[src/hdl/mic_pkg.sv]
`default_nettype none
// ----------------------------------------------------------------------------
// mic_pkg
// Shared types and constants for the MIPS-I instruction core.
// ----------------------------------------------------------------------------
package mic_pkg;

    localparam logic [31:0] VECTOR_ADDR = 32'h0000_003c;

    localparam logic [1:0] MEM_NONE  = 2'd0;
    localparam logic [1:0] MEM_LOAD  = 2'd1;
    localparam logic [1:0] MEM_STORE = 2'd2;

    localparam logic CFG_RESET_PC   = 1'b0;
    localparam logic CFG_PROCESS_ID = 1'b1;

    typedef enum logic [2:0] {
        ST_IDLE,
        ST_READ,
        ST_EXEC,
        ST_MUL,
        ST_DIV,
        ST_DIVFIN,
        ST_DONE
    } t_state;

    typedef struct packed {
        logic start;
        logic exec;
        logic mul_start;
        logic div_start;
        logic div_step;
        logic div_finish;
    } t_cmd;

    typedef struct packed {
        logic need_mul;
        logic need_div;
        logic div_last;
    } t_status;

endpackage
`default_nettype wire

[src/hdl/mic_ctrl.sv]
`default_nettype none
// ----------------------------------------------------------------------------
// mic_ctrl
// Sequencer for the instruction core: read, execute, multiply, divide, output.
// ----------------------------------------------------------------------------
module mic_ctrl (
    input  wire                   i_clk,
    input  wire                   i_rst_n,
    input  wire                   i_in_valid,
    input  wire                   i_out_free,
    input  wire  mic_pkg::t_status i_status,
    output logic                  o_in_ready,
    output logic                  o_out_load,
    output mic_pkg::t_cmd         o_cmd
);
    mic_pkg::t_state r_state, n_state;

    always_ff @(posedge i_clk) begin
        if (!i_rst_n) begin
            r_state <= mic_pkg::ST_IDLE;
        end else begin
            r_state <= n_state;
        end
    end

    always_comb begin
        n_state    = r_state;
        o_in_ready = 1'b0;
        o_out_load = 1'b0;
        o_cmd      = '0;
        unique case (r_state)
            mic_pkg::ST_IDLE: begin
                o_in_ready = 1'b1;
                if (i_in_valid) begin
                    o_cmd.start = 1'b1;
                    n_state = mic_pkg::ST_READ;
                end
            end
            mic_pkg::ST_READ: begin
                n_state = mic_pkg::ST_EXEC;
            end
            mic_pkg::ST_EXEC: begin
                o_cmd.exec = 1'b1;
                if (i_status.need_mul) begin
                    o_cmd.mul_start = 1'b1;
                    n_state = mic_pkg::ST_MUL;
                end else if (i_status.need_div) begin
                    o_cmd.div_start = 1'b1;
                    n_state = mic_pkg::ST_DIV;
                end else begin
                    n_state = mic_pkg::ST_DONE;
                end
            end
            mic_pkg::ST_MUL: begin
                n_state = mic_pkg::ST_DONE;
            end
            mic_pkg::ST_DIV: begin
                o_cmd.div_step = 1'b1;
                if (i_status.div_last) begin
                    n_state = mic_pkg::ST_DIVFIN;
                end
            end
            mic_pkg::ST_DIVFIN: begin
                o_cmd.div_finish = 1'b1;
                n_state = mic_pkg::ST_DONE;
            end
            mic_pkg::ST_DONE: begin
                if (i_out_free) begin
                    o_out_load = 1'b1;
                    n_state = mic_pkg::ST_IDLE;
                end
            end
            default: n_state = mic_pkg::ST_IDLE;
        endcase
    end
endmodule
`default_nettype wire

[config.mk]
export PLATFORM = sky130hd
export DESIGN_NAME = mic_ctrl
export DESIGN_NICKNAME = d
export VERILOG_FILES = /design/src/hdl/mic_pkg.sv /design/src/hdl/mic_ctrl.sv
export SDC_FILE = /design/constraint.sdc
export NUM_CORES = 1
export LEC_CHECK = 0
export BUFFER_PORTS_ARGS = -buffer_cell sky130_fd_sc_hd__clkbuf_2
export CAP_MARGIN = 20
export CORE_AREA = 3 3 40 42
export DETAILED_ROUTE_END_ITERATION = 8
export DIE_AREA = 0 0 43 45
export PLACE_DENSITY_LB_ADDON = 0.12
export SLEW_MARGIN = 20
export SYNTH_ARGS = -nofsm -noshare
export SYNTH_HDL_FRONTEND = slang
export SYNTH_SLANG_ARGS = --single-unit
export TNS_END_PERCENT = 10
[constraint.sdc]
create_clock -name i_clk -period 1.6 [get_ports i_clk]
set_input_delay 0.24 -clock i_clk [delete_from_list [all_inputs] [get_ports i_clk]]
set_output_delay 0.24 -clock i_clk [all_outputs]
set_load 0.03 [all_outputs]
==> results of run 1 <==
layout by cell type, fill, tap and decap left out:
master,count
o22ai_1,1
o41ai_4,1
a211oi_2,1
and3b_1,1
and2_2,1
nor3b_2,1
o21a_1,1
nor2_1,1
buf_4,3
o211a_1,1
nor2b_1,1
nor2_2,1
dfxtp_1,1
dfxtp_2,2
nor3_1,1
nor3b_1,2
inv_1,1
and3b_2,1
and2_1,1
a21oi_1,1
nand2b_1,1
clkbuf_4,3
and4b_1,1
and3_2,1
and4bb_2,1
clkbuf_2,14
nor3_2,1
clkbuf_1,1
metrics by stage:
| step | std cells | setup slack [ns] | util [%] | power, mW |
|---|---|---|---|---|
| after floorplan | 29 | 0.07181 | - | 0.2148 |
| after global placement | 58 | 0.2304 | 28.92 | 0.2475 |
| after detailed placement | 58 | 0.2296 | 28.92 | 0.2499 |
| after CTS | 62 | 0.02708 | 31.06 | 0.3888 |
| after global routing | 62 | 0.03354 | 31.16 | 0.4122 |
| final | 62 | 0.1047 | 31.16 | 0.3797 |
cell type report:
cell class / instances / share of cell area, %
clock buffer: 4 / 6.563
inverter: 1 / 0.9375
multi-input combinational: 22 / 49.06
sequential: 3 / 15.63
tap: 15 / 4.688
timing repair buffer: 17 / 23.13
Yosys cell counts:
cell type  n  area (um^2)
nor3_2     1        10.01
o41ai_4    1        27.53
nor2_1     1        3.750
o211a_1    1        10.01
and4bb_2   1        12.51
and3_2     1        7.510
o22ai_1    1        6.260
and3b_1    1        8.760
inv_1      1        3.750
a21oi_1    1        5.000
nand2b_1   1        6.260
and4b_1    1        10.01
nor2b_1    1        6.260
and2_1     1        6.260
nor3b_1    2        15.01
o21a_1     1        7.510
and2_2     1        7.510
nor3b_2    1        12.51
a211oi_2   1        12.51
nor2_2     1        6.260
buf_6      3        33.78
nor3_1     1        5.000
dfxtp_1    3        60.06
and3b_2    1        10.01
critical path, cell delays in order (launching register included):
cell and delay (ns):
dfxtp_1 0.30, buf_4 0.17, nor3_2 0.19, and2_1 0.15, clkbuf_2 0.21
routing by layer:
metal	global-route usage, %	wire length (um)	vias to the layer above
met2	12.57	331	9
li1	-	-	142
met3	2.390	49	0
met1	9.375	291	122
met5	0	0	-
met4	5.422	0	0
power breakdown:
part | switching (mW) | leakage (nW) | internal, mW
combinational | 0.0842 | 0.165 | 0.0608
sequential | 0.0180 | 0.0253 | 0.0857
clock | 0.0377 | 0.0150 | 0.0934
cell families after synthesis:
| kind of cell | share of synthesized area (%) |
|---|---|
| and+or+nand+nor | 43.41 |
| AOI/OAI and AO/OA | 23.41 |
| buffers and inverters | 12.76 |
| DFF | 20.43 |
worst paths after layout:
kind,cells after the start,slack (ns),start,end
setup / recovery,4,0.10,r_state[2],o_cmd[5]
setup reg to reg,3,0.52,r_state[0],r_state[2]
hold reg to reg,2,0.66,r_state[0],r_state[0]
hold / removal,3,0.25,i_rst_n,r_state[0]
==> reports/qor.yml, run 1 <==
outcome:
  outcome: "finished, final reports clean"
clock_network:
  postCtsHoldBufs: 0
  post-cts-setup-buffers: 0
  cts_max_level: 1
  clk_pin_slew_ns: 0.04
  clock_tree.root_cell: "clkbuf_4"
  clock_latency_ns: 0.23
  cts_tree: "yes"
  clockBufferDepth: 2
  cts_resized: 1
  cts_buffers: 3
  clkSinkCount: 3
sta:
  max_freq_mhz: 668.8
  min_period_over_period_pct: 93.46
  relSlewSlack_pct: 82.67
  slew_viol_final: 0
  setup_tns_ns: 0
  setup_viol: 0
  skew_ns: 0.0006867
  fin_crit_ns: 1.495
  hold_viol_final: 0
  whs_ns: 0.2524
  rsz0062_at_grt: "false"
  worstMarginPinSlew_ns: 0.2590
yosys:
  yosysWarnings: 0
  syn-num-nets: 36
  synth.avg_cell_area_um2: 10.14
  synth_area_um2: 294.0
  ys_ff_latch: 3
  synthCells: 29
  post_synth_num_cell_types: 24
  yosysSeqAreaShare_pct: 20.43
global_route:
  antenna_found_initial: 0
  grt_pass1_wl_um: 1159
  grt-ovfl-total: 0
  grt_pass1_vias: 285
  global_route.usage.total_pct: 7.987
  grt_max_degree: 11
cells_and_area:
  largest_register_ff_count: 3
  layout-drive-gt1-share_pct: 65.96
  regMostFlops: "r_state"
  synthToLayoutAreaGrowth_pct: 36.17
  fill_cells: 157
  multi_input_area_um2: 196.4
  nets: 55
  regArea_um2: 62.56
  top_regs: "r_state: 3 flops"
  stdcell_area_um2: 400.4
  n_antenna_cell: 0
placement:
  gp_congestion: 0.7249
  dp.final_hpwl_um: 544.8
  placed_area_um2: 371.6
  port_buffers: 14
die:
  die_h_um: 45
  start_util_pct: 22.88
  die-width_um: 43
  die_area_mm2: 0.001935
  num_io_pins: 15
  rows: 13
  core_mm2: 0.001285
routing:
  totalWireLength_um: 672
  drt-initial-drc-count: 5
  vias: 273
  firstDrtPassIters: 4
  ant_nets: 0
  wire_per_inst_um: 10.84
  drc: 0
  vias_per_cell: 4.403
setup_path:
  cp_max_fo: 10
  path_class: "register to output port"
  required_ns: 1.36
  end_kind: "output port"
  worst_ep_arrival_time_ns: 1.26
  start_kind: "register"
power:
  vdd_drop_max_v: 0.0003273
  power_density_mw_per_mm2: 948.3
  leakage_nw: 0.2051
hold_path:
  holdCritPathClass: "input pin to register"
run:
  maxCapViolations: 0
(Power assumes the default switching activity.)
==> run 2: changes to the inputs <==
- ABC_AREA: unset -> 1
==> reports/qor.yml, run 2 <==
yosys:
  synth.avg_cell_area_um2: 5.811  # -43%
  yosysWarnings: 0  # unchanged
  synth.most_common_cell: "nand2_1"
  synthCells: 45  # +55%
  synthTopCellsByArea: "dfxtp_1 23%, nand2_1 16%, inv_1 13%"
  synth_common_cells: "11 x nand2_1, 9 x inv_1, 7 x nor2_1, 4 x nand3_1, 3 x dfxtp_1"
  yosysSeqAreaShare_pct: 22.97  # +2.5 points
  yosys_most_used_dff: "dfxtp_1"
  synth_top_area_cell: "dfxtp_1"
  ys_ff_latch: 3  # unchanged
  syn-num-nets: 52  # +44%
  async_flop_share_pct: 0  # unchanged
  synth_top_cell_area_share_pct: 22.97  # +2.5 points
  synth_area_um2: 261.5  # -11%
  post_synth_num_cell_types: 14  # -42%
  synth_edf_count: 0  # unchanged
routing:
  vias: 294  # +7.7%
  drc: 0  # unchanged
  firstDrtPassIters: 4  # unchanged
  wire_per_inst_um: 7.961  # -27%
  ant_nets: 0  # unchanged
  totalWireLength_um: 613  # -8.8%
  drt-initial-drc-count: 10  # +5
  vias_per_cell: 3.818  # -13%
cells_and_area:
  synthToLayoutAreaGrowth_pct: 39.71
  top_regs: "r_state: 3 flops"
  n_antenna_cell: 0  # unchanged
  final_common_cell: "clkbuf_2"
  largest_register_ff_count: 3  # unchanged
  nets: 70  # +27%
  layout-drive-gt1-share_pct: 37.10  # -29 points
  regMostFlops: "r_state"
  final_cell_mix: "14 x clkbuf_2, 11 x nand2_1, 9 x inv_1"
sta:
  slew_viol_final: 0  # unchanged
  fin_crit_ns: 1.462  # -0.03332 ns
  skew_ns: 0.0002909  # -0.0003957 ns
  setup_viol: 0  # unchanged
  setup_tns_ns: 0  # unchanged
  max_freq_mhz: 684.0  # +2.3%
  rsz0062_at_grt: "false"
  worstMarginPinSlew_ns: 0.3407  # +0.08170 ns
  min_period_over_period_pct: 91.38  # -2.1 points
  hold_viol_final: 0  # unchanged
  relSlewSlack_pct: 77.25  # -5.4 points
  whs_ns: 0.2127  # -0.03967 ns
clock_network:
  clk_pin_slew_ns: 0.04  # about the same
  post-cts-setup-buffers: 0  # unchanged
  clockBufferDepth: 2  # unchanged
  cts_max_level: 1  # unchanged
  cts_tree: "yes"
  clkSinkCount: 3  # unchanged
  postCtsHoldBufs: 0  # unchanged
  clock_tree.root_cell: "clkbuf_4"
  cts_resized: 0  # -1
  clock_latency_ns: 0.23  # about the same
  cts_buffers: 3  # unchanged
placement:
  dp.final_hpwl_um: 504.4  # -7.4%
  gp_congestion: 0.7585  # +4.6%
  port_buffers: 14  # unchanged
setup_path:
  required_ns: 1.36  # about the same
  critPathLaunch: "r_state[2]"
  rr_startpoint: "r_state[0]"
  start_kind: "register"
  worst_ep_arrival_time_ns: 1.22  # -0.04 ns
  path_class: "register to output port"
  cp_max_fo: 5  # -5
  end_kind: "output port"
global_route:
  global_route.usage.total_pct: 6.988  # -1.0 points
  grt_pass1_wl_um: 945  # -18%
  grt_pass1_vias: 258  # -9.5%
  grt-ovfl-total: 0  # unchanged
  antenna_found_initial: 0  # unchanged
  grt_max_degree: 9  # -2
power:
  vdd_drop_max_v: 0.0005403  # +65%
  finalPower_mw: 0.4623  # +22%
  power_density_mw_per_mm2: 1265  # +33%
  leakage_nw: 0.2189  # +6.8%
hold_path:
  min-delay-start: "i_rst_n"
  holdCritPathClass: "input pin to register"
die:
  die_h_um: 45  # unchanged
  core_mm2: 0.001285  # unchanged
  start_util_pct: 20.35  # -2.5 points
  die-width_um: 43  # unchanged
  die_area_mm2: 0.001935  # unchanged
  rows: 13  # unchanged
  num_io_pins: 15  # unchanged
outcome:
  outcome: "finished, final reports clean"
run:
  maxCapViolations: 0  # unchanged
run 2: cell count changes after synthesis, moves of 2 or more:
cell and change:
nor3b_1 -2, nor2_1 +6, buf_6 -2, nand2_1 +11
inv_1 +8, nor2_4 +2, nand3_1 +4
run 2: path summary, 6_finish.rpt:
| kind | end | cells after the start | slack (ns) |
|---|---|---|---|
| worst min-delay path | r_state[1] | 3 | 0.21 |
| worst max-delay path | o_cmd[2] | 4 | 0.14 |
| worst max register to register | r_state[2] | 5 | 0.55 |
| worst min register to register | r_state[0] | 3 | 0.69 |
run 2: where the power goes:
| part | leakage [nW] | internal [mW] | switching (mW) | total (mW) |
|---|---|---|---|---|
| logic | 0.179 | 0.0677 | 0.143 | 0.211 |
| clock network | 0.0150 | 0.0934 | 0.0384 | 0.132 |
| registers | 0.0247 | 0.0898 | 0.0296 | 0.119 |
run 2: stage by stage:
step | utilization, % | setup slack [ns] | instance area, um^2 | cells
2_1_floorplan | - | 0.1430 | 261.5 | 45
3_3_place_gp | 26.39 | 0.3638 | 339.1 | 73
3_5_place_dp | 26.39 | 0.3780 | 339.1 | 73
4_1_cts | 28.43 | 0.1240 | 365.4 | 77
5_1_grt | 28.43 | 0.07049 | 365.4 | 77
6_report | 28.43 | 0.1380 | 365.4 | 77
run 2: final cells by class:
class                      instances  area, um^2
inverter                          10       37.54
sequential                         3       60.06
multi-input combinational         31       152.6
fill                             147       919.6
clock buffer                       4       26.28
timing repair buffer              14       70.07
tap                               15       18.77
run 2: kinds of logic after synthesis:
kind of cell | after synthesis | synth area share (%)
buffers and inverters | 11 | 18.66
AOI/OAI and AO/OA | 2 | 3.824
DFF | 3 | 22.97
and+or+nand+nor | 29 | 54.55
run 2: per-layer routing:
metal	part of all wire (%)	vias up	global-route usage (%)	wire length, um
met3	7.0	0	1.195	43
met1	46	117	7.212	282
li1	-	166	-	-
met4	0	0	9.036	0
met2	47	11	10.78	287
met5	0	-	0	0
run 2: critical path, cell delays in order, from the launching register on:
cell and delay [ns]:
dfxtp_1 0.35, inv_1 0.13, nand2_2 0.10, nor3_1 0.18
clkbuf_2 0.23
